### src/design/drg_pkg.sv
package drg_pkg;

    localparam logic [31:0] MULT_ODD   = 32'd1588635695;
    localparam logic [31:0] MULT_HALF  = 32'd1117695901;
    localparam logic [33:0] SCALE_DIV  = 34'd4294967291;
    localparam logic [31:0] SEED_RESET = 32'd1;
    localparam int          TOTAL_MAX  = 16777215;
    localparam int          TOTAL_MIN  = -16777216;

    localparam logic        REG_SEED   = 1'b0;

endpackage

### src/design/dice_roll_generator.sv
// Channel   Dir  Handshake                   Payload
// request   in   i_in_valid / o_in_ready     i_dice_count, i_low_value, i_high_value
// result    out  o_out_valid / i_out_ready   o_total
// config    in   psel / penable / pready     paddr, pwrite, pwdata, prdata
//
// Each die runs ADV, SEED, SCALE, DIV and ACC (a zero count skips them); each die
// uses the shared multiplier twice, once for the seed step and once for scaling.
// The result register holds its transfer until taken; a new request is taken
// while it waits, but the final load stalls until the register is free.
// Synchronous active-low reset loads the seed with 1 and clears all control.
module dice_roll_generator #(
    parameter int MAX_DICE = 255
) (
    input  logic               i_clk,
    input  logic               i_rst_n,
    input  logic               i_in_valid,
    output logic               o_in_ready,
    input  logic [7:0]         i_dice_count,
    input  logic signed [15:0] i_low_value,
    input  logic signed [15:0] i_high_value,
    output logic               o_out_valid,
    input  logic               i_out_ready,
    output logic signed [24:0] o_total,
    input  logic               psel,
    input  logic               penable,
    input  logic               pwrite,
    input  logic [2:0]         paddr,
    input  logic [31:0]        pwdata,
    output logic [31:0]        prdata,
    output logic               pready
);

    localparam int CNT_MAX = (MAX_DICE < 255) ? MAX_DICE : 255;
    localparam int CNT_W   = $clog2(CNT_MAX + 1);
    localparam int ACC_W   = 19 + CNT_W;
    localparam int SAT_W   = (ACC_W > 26) ? ACC_W : 26;
    localparam logic signed [SAT_W-1:0] SAT_HI = SAT_W'(drg_pkg::TOTAL_MAX);
    localparam logic signed [SAT_W-1:0] SAT_LO = SAT_W'(drg_pkg::TOTAL_MIN);

    typedef enum logic [2:0] {
        S_IDLE,
        S_ADV,
        S_SEED,
        S_SCALE,
        S_DIV,
        S_ACC,
        S_DONE
    } t_state;

    t_state                   r_state;
    logic [31:0]              r_init_seed;
    logic [31:0]              r_seed;
    logic [CNT_W-1:0]         r_left;
    logic signed [15:0]       r_low;
    logic signed [17:0]       r_span;
    logic signed [49:0]       r_prod;
    logic [16:0]              r_q0;
    logic [33:0]              r_rem;
    logic                     r_neg;
    logic signed [ACC_W-1:0]  r_acc;
    logic                     r_out_valid;
    logic signed [24:0]       r_total;

    logic [31:0]              mul_a;
    logic signed [31:0]       mul_b;
    logic signed [64:0]       mul_p;
    logic [48:0]              mag;
    logic [33:0]              n_rem;
    logic [17:0]              quo;
    logic signed [18:0]       quo_s;
    logic signed [18:0]       draw;
    logic signed [SAT_W-1:0]  acc_ext;
    logic signed [24:0]       n_total;
    logic [CNT_W-1:0]         cnt_clamp;
    logic                     cfg_wr;
    logic                     in_xfer;

    assign o_in_ready  = (r_state == S_IDLE);
    assign in_xfer     = i_in_valid && o_in_ready;
    assign o_out_valid = r_out_valid;
    assign o_total     = r_total;
    assign pready      = 1'b1;
    assign cfg_wr      = psel && penable && pwrite && (paddr[2] == drg_pkg::REG_SEED);
    assign prdata      = (paddr[2] == drg_pkg::REG_SEED) ? r_init_seed : 32'd0;

    assign cnt_clamp = (int'(i_dice_count) > CNT_MAX) ? CNT_W'(CNT_MAX)
                                                      : CNT_W'(i_dice_count);

    // shared multiplier: seed step or seed * span
    always_comb begin
        if (r_state == S_SCALE) begin
            mul_a = r_seed;
            mul_b = 32'(r_span);
        end else begin
            mul_a = {1'b0, r_seed[31:1]};
            mul_b = $signed(drg_pkg::MULT_HALF);
        end
        mul_p = $signed({1'b0, mul_a}) * mul_b;
    end

    // divide by 2^32-5: q0 = mag>>32, rem = low32 + 5*q0 < 2*D
    assign mag   = r_prod[49] ? 49'(-r_prod) : r_prod[48:0];
    assign n_rem = {2'b0, mag[31:0]} + {15'b0, mag[48:32], 2'b0} + {17'b0, mag[48:32]};

    assign quo   = {1'b0, r_q0} + 18'(r_rem >= drg_pkg::SCALE_DIV);
    assign quo_s = r_neg ? -$signed({1'b0, quo}) : $signed({1'b0, quo});
    assign draw  = quo_s + 19'(r_low);

    assign acc_ext = SAT_W'(r_acc);
    always_comb begin
        if (acc_ext > SAT_HI) begin
            n_total = SAT_HI[24:0];
        end else if (acc_ext < SAT_LO) begin
            n_total = SAT_LO[24:0];
        end else begin
            n_total = acc_ext[24:0];
        end
    end

    always_ff @(posedge i_clk) begin
        if (!i_rst_n) begin
            r_state     <= S_IDLE;
            r_init_seed <= drg_pkg::SEED_RESET;
            r_seed      <= drg_pkg::SEED_RESET;
            r_out_valid <= 1'b0;
        end else begin
            if (r_out_valid && i_out_ready && (r_state != S_DONE)) begin
                r_out_valid <= 1'b0;
            end
            if (cfg_wr) begin
                r_init_seed <= pwdata;
                r_seed      <= pwdata;
            end
            case (r_state)
                S_IDLE: begin
                    if (in_xfer) begin
                        r_left  <= cnt_clamp;
                        r_low   <= i_low_value;
                        r_span  <= 18'(i_high_value) - 18'(i_low_value) + 18'sd1;
                        r_acc   <= '0;
                        r_state <= (i_dice_count == 8'd0) ? S_DONE : S_ADV;
                    end
                end
                S_ADV: begin
                    r_prod  <= mul_p[49:0];
                    r_state <= S_SEED;
                end
                S_SEED: begin
                    r_seed  <= (r_seed[0] ? drg_pkg::MULT_ODD : 32'd0) - r_prod[31:0];
                    r_state <= S_SCALE;
                end
                S_SCALE: begin
                    r_prod  <= mul_p[49:0];
                    r_state <= S_DIV;
                end
                S_DIV: begin
                    r_q0    <= mag[48:32];
                    r_rem   <= n_rem;
                    r_neg   <= r_prod[49];
                    r_state <= S_ACC;
                end
                S_ACC: begin
                    r_acc  <= r_acc + ACC_W'(draw);
                    r_left <= r_left - CNT_W'(1);
                    if (r_left == CNT_W'(1)) begin
                        r_state <= S_DONE;
                    end else begin
                        r_state <= S_ADV;
                    end
                end
                S_DONE: begin
                    if (!r_out_valid || i_out_ready) begin
                        r_total     <= n_total;
                        r_out_valid <= 1'b1;
                        r_state     <= S_IDLE;
                    end
                end
                default: begin
                    r_state <= S_IDLE;
                end
            endcase
        end
    end

endmodule

### config.mk
export PLATFORM = sky130hd
export DESIGN_NAME = dice_roll_generator
export DESIGN_NICKNAME = d
export VERILOG_FILES = /design/src/design/drg_pkg.sv /design/src/design/dice_roll_generator.sv
export SDC_FILE = /design/constraint.sdc
export NUM_CORES = 2
export LEC_CHECK = 0
export BUFFER_PORTS_ARGS = -buffer_cell sky130_fd_sc_hd__buf_2
export CORE_MARGIN = 5
export CORE_UTILIZATION = 45
export DETAILED_ROUTE_END_ITERATION = 10
export PLACE_DENSITY = 0.72
export SLEW_MARGIN = 20
export SYNTH_ARGS = -nofsm -noshare
export SYNTH_HDL_FRONTEND = slang
export SYNTH_SLANG_ARGS = --single-unit
export TNS_END_PERCENT = 1
### constraint.sdc
create_clock -name i_clk -period 10.8 [get_ports i_clk]
set_clock_uncertainty 0.1 [all_clocks]
set_input_delay 0 -clock i_clk [delete_from_list [all_inputs] [get_ports i_clk]]
set_output_delay 0 -clock i_clk [all_outputs]
set_load 0.02 [all_outputs]
======== After elaboration in Yosys (flattened, before gate mapping) ========
Index checks and enable logic that the tools add are counted.
storage, ports and cells
  bits in registers ....................... 264
  input port bits ......................... 82
  output and inout bits ................... 60
  logic and storage cells ................. 79
cells by class
  add/subtract/negate cells ............... 11
  multipliers ............................. 1
  magnitude comparators ................... 3
  equal/unequal tests ..................... 10
  mux-type cells .......................... 21
  bitwise operators ....................... 1
  reduce and logical (&&, ||, !) cells .... 19
operators by type and width
  cell                                                             number
  2-to-1 mux 32 bit                                                5
  case mux 27 bit (2 select lines)                                 1
  multiplier 33 x 32 -> 50 bit                                     1
  2-to-1 mux 49 bit                                                1
  negation 49 bit                                                  1
  adder 33 x 17 -> 34 bit                                          1
  >= comparator 34 x 32 -> 1 bit, second input constant            1
  adder 32 x 19 -> 33 bit                                          1
  subtractor 31 x 32 -> 32 bit                                     1
  2-to-1 mux 31 bit                                                1
  adder 27 x 19 -> 27 bit                                          1
  greater-than comparator 27 x 25 -> 1 bit, second input constant  1
  < comparator 27 x 25 -> 1 bit, second input constant             1
  2-to-1 mux 27 bit                                                1
  2-to-1 mux 25 bit                                                1
  case mux 3 bit (7 select lines)                                  1
  adder 19 x 16 -> 19 bit                                          1
  2-to-1 mux 19 bit                                                1
  negation 18 -> 19 bit                                            1
  adder 17 x 1 -> 18 bit                                           1
  adder 17 x 2 -> 18 bit, second input constant                    1
  subtractor 16 x 16 -> 17 bit                                     1
  case mux 8 bit (2 select lines)                                  1
  2-to-1 mux 3 bit                                                 4
  20 further kinds                                                 35

======== Logic depth before layout (Yosys ltp) ========
  depth after elaboration ................. 7
  depth in mapped cells ................... 35
  mapped depth without buffers ............ 34

======== Least setup slack after synthesis ========
Ideal clock, no wire load.
  path type ............................... reg-to-reg
  start point ............................. register r_state[0]
  end point ............................... register r_prod[43], data pin
  setup time .............................. 0.258 ns
  arrival ................................. 8.300 ns
  path slack .............................. 2.142 ns
  stages on the path, launching flop included .. 33
  buffers on the path ..................... 4
  period minus slack after synthesis ...... 8.658 ns
  path through ............................ dfxtp_1 -> inv_1 -> nor3_1 -> clkbuf_1 -> clkbuf_1 -> and2_1 -> clkbuf_1 -> clkbuf_1 -> nand2_1 -> fa_1 -> fa_1 -> fa_1 -> inv_1 -> fa_1 -> inv_1 -> fa_1 -> inv_1 -> fa_1 -> fa_1 -> inv_1 -> fa_1 -> inv_1 -> ha_1 -> a211oi_1 -> o21ai_0 -> a31o_2 -> a211o_1 -> o21ai_0 -> a21oi_1 -> a31o_2 -> a21o_1 -> a21oi_1 -> xnor2_1
on the way
  cells in the longest elaborated chain, start to end .. 3
  elaborated cells between the ends (all ways) .. 4
RTL lines
  item                              RTL line                    RTL
  from (decl)                       dice_roll_generator.sv:50   t_state r_state;
  from (signal assigned)            dice_roll_generator.sv:141  r_state <= (i_dice_count == 8'd0) ? S_DONE : S_ADV;
  == test 3 x 2 -> 1 bit (*)        dice_roll_generator.sv:91   if (r_state == S_SCALE) begin
  2-to-1 mux 32 bit                 dice_roll_generator.sv:91
  multiplier 33 x 32 -> 50 bit (*)  dice_roll_generator.sv:98   mul_p = $signed({1'b0, mul_a}) * mul_b;
  via mul_p[43]                     dice_roll_generator.sv:66   logic signed [64:0] mul_p;
  to (signal assigned)              dice_roll_generator.sv:145  r_prod <= mul_p[49:0];
  to (signal assigned)              dice_roll_generator.sv:153  r_prod <= mul_p[49:0];
  to (decl)                         dice_roll_generator.sv:56   logic signed [49:0] r_prod;
Mark *: on every way through the listed nets, which the timed path passes. The rest lies on a longest branch.
A chain may end at the register's enable or synchronous reset.

======== Worst setup path in the final report ========
  start point ............................. register r_state[2]
  end point ............................... register r_prod[49], data pin
The elaborated chain is that of the path after synthesis.

==> out/metrics.cfg <==
[timing]
period_share_pct=92.26
max_freq_mhz=100.4
final_hold_viol_count=0
slew_headroom_pct=26.63
finalMaxSlewViolations=0
finalCriticalPeriod_ps=9964
timing.hold.ws_ps=48.78
setup_viol=0
finalSetupTns_ps=0
worstMarginPinSlew_ps=1093
rsz0062_at_grt=no

[worst_setup_path]
crit_path_max_incr_delay_ps=740
arrival_ps=10200
required_ps=11040
cp-end-kind=flop
crit_path_frequent_cell=fa_1
critPathLaunchType=flop
worstSetupPathType=reg2reg
critPathMaxFanout=21
cp_slowest_cell=a21oi_1

[power_and_ir_drop]
power_density_nw_per_um2=349.9
leakagePower_uw=0.02398
peakVddDrop_mv=0.4478

[drt]
wire_per_inst_um=21.20
post-route-drc-count=0
wirelength_mm=132.9
num_vias=34500
via_per_inst=5.501
antenna_left=0
drtIter0Drc=3187
dr.pass1.iters=6

[yosys]
synth_flop_cell=edfxtp_1
synthTopCellsByArea=fa_1, edfxtp_1, ha_1, inv_1, nand2_1
synthesis.nets=6063
synth-edff-count=195
synthCells=4817
synth.top_cell.area_share_pct=37.15
yosys.area.top_type=fa_1
mappedNetlistArea_um2=44720
ys.warnings.count=0
synth.ff_latch_count=263
yosysUniqueCellTypes=81
avgSynthCellArea_um2=9.285
synth-async-reset-ratio_pct=0
seq_area_frac_synth_pct=16.14

[clock_tree]
clk_path_buf_depth=3
htreeDepth=1
cts_tree=yes
path_clk_slew_ps=60
root_buffer=clkbuf_16
clock-sinks=263
cts_made_buffers=28
cts_resized=0
clock_latency_ps=600

[grt]
grt_pass1_wl_mm=206.8
grt_overflow_total=0
grt_antenna_before_repair=8
grt_usage_pct=25.14
first_global_vias=35540
grt_max_degree=88

[placement]
gp_congestion=1.010
place_hpwl_mm=109.7
io_buffers=138

[die]
floorplan.initialDensity_pct=45.38
row_count=115
core_area_um2=98560
die_h_um=325.3
die_w_um=325.3
die-area_um2=105800
ioPinCount=142

[final_layout]
n_fill_cell=9007
area_growth_pct=8.994
finalNetCount=6207
drive_above_1_share_pct=6.061

[job]
cap_violations=0

[run_status]
outcome=finished, final reports clean

[min_path]
hold_class=in2reg

## cell usage after synthesis, types with 6 or more instances
cell	count
inv_1	942
fa_1	830
nand2_1	639
ha_1	334
nor2_1	330
edfxtp_1	195
xnor2_1	191
clkbuf_1	176
a21oi_1	169
and3_1	148
o21ai_0	102
nand3_1	71
dfxtp_1	68
xor2_1	65
nor2b_1	64
nor3_1	50
a21o_1	43
and2_1	40
nand2b_1	39
a21boi_0	38
o31ai_1	25
o21a_1	24
nand4_1	19
a211oi_1	17
nor4_1	14
o21bai_1	14
or3_1	12
a31oi_1	11
o41ai_1	10
buf_1	9
o211ai_1	7
o2111ai_1	6
o211a_1	6
o31a_1	6
or2_2	6
## placed cells by master, fill, tap and decap left out, drive strengths merged, types with 68 or more instances in the layout
cell type	n
nand2	639
nor2	330
nand3	72
inv	945
ha	334
edfxtp	195
dlygate4sd3	80
xnor2	191
and3	148
fa	830
a21oi	169
dfxtp	68
o21ai	103
buf	224
## critical path, delay by kind of cell (launching register included)
kind | cells | cell delay (ps)
adders and majority gates | 9 | 4330
buffers and inverters | 8 | 1050
DFF | 1 | 680
AOI/OAI and AO/OA | 9 | 2860
and+or+nand+nor | 3 | 530
xor gates and xnor gates | 1 | 160
## where the power goes
group	switching, µW	internal (µW)
sequential	202	1820
clock	432	578
combinational	8340	5680
total	8970	8080
## sequential cells by signal (all words and copies together), names as in the netlist, 3 cells and up
name and count:
r_prod 50, r_rem 33, r_init_seed 32, r_seed 32
acc_ext 27, o_total 25, r_span 18, r_q0 17
r_low 16, r_left 8, r_state 3
## repair_timing
| action | 4_1_cts | 5_1_grt |
|---|---|---|
| hold buffers | 80 | 0 |
| endpoints found under the hold margin | 104 | 0 |
| buffers inserted | 0 | 0 |
## logic make-up after synthesis
logic type,after synthesis,synth area share (%)
AND/OR/NAND/NOR,1472,15.15
adder cells (fa/ha/maj),1164,46.50
buffers and inverters,1133,9.557
AO/OA/AOI/OAI,520,7.419
flip-flops,263,16.14
XOR/XNOR,257,5.066
multiplexers,7,0.1623
other,1,0.008385
## through the flow
| stage | total power [µW] | utilization (%) | std cells | setup slack [ps] | cell area [µm²] |
|---|---|---|---|---|---|
| floorplan | 12030 | - | 4817 | 2142 | 44720 |
| global placement | 15640 | 47.66 | 6138 | 1109 | 46970 |
| detailed placement | 15850 | 47.66 | 6138 | 937.5 | 46970 |
| CTS | 17010 | 49.45 | 6270 | 920.2 | 48740 |
| global route | 18630 | 49.45 | 6270 | 137.5 | 48740 |
| finish | 17060 | 49.46 | 6272 | 835.8 | 48750 |
## area by class of cell
type | instances | area, µm² | area share [%]
Sequential cell | 263 | 7217 | 14.80
Inverter | 943 | 3540 | 7.261
Multi-Input combinational cell | 3421 | 33260 | 68.24
Antenna cell | 2 | 5.005 | 0.01027
Clock inverter | 12 | 143.9 | 0.2952
Clock buffer | 40 | 817.0 | 1.676
Timing Repair Buffer | 304 | 2150 | 4.410
Tap cell | 1287 | 1610 | 3.303
## path summary, 6_finish.rpt
path	startpoint	end	slack [ps]	depth (start not counted)
worst max-delay path	r_state[2]$_SDFFE_PN0P_	r_prod[49]$_DFFE_PP_	840	30
worst min-delay path	i_high_value[10]	r_span[10]$_DFFE_PP_	50	4
worst max register to register	r_state[2]$_SDFFE_PN0P_	r_prod[49]$_DFFE_PP_	840	30
worst min register to register	r_init_seed[19]$_SDFFE_PN0P_	r_init_seed[19]$_SDFFE_PN0P_	360	2
## metal layers
layer  up-vias  global-route usage (%)  share of wire, %
li1      15330                       -                 -
met1     17200                   33.73                39
met5         -                       0            0.0098
met2      1672                   40.09                45
met4         2                   7.722               4.1
met3       296                   6.837                12
No activity file was read; power rests on OpenSTA's default activity.
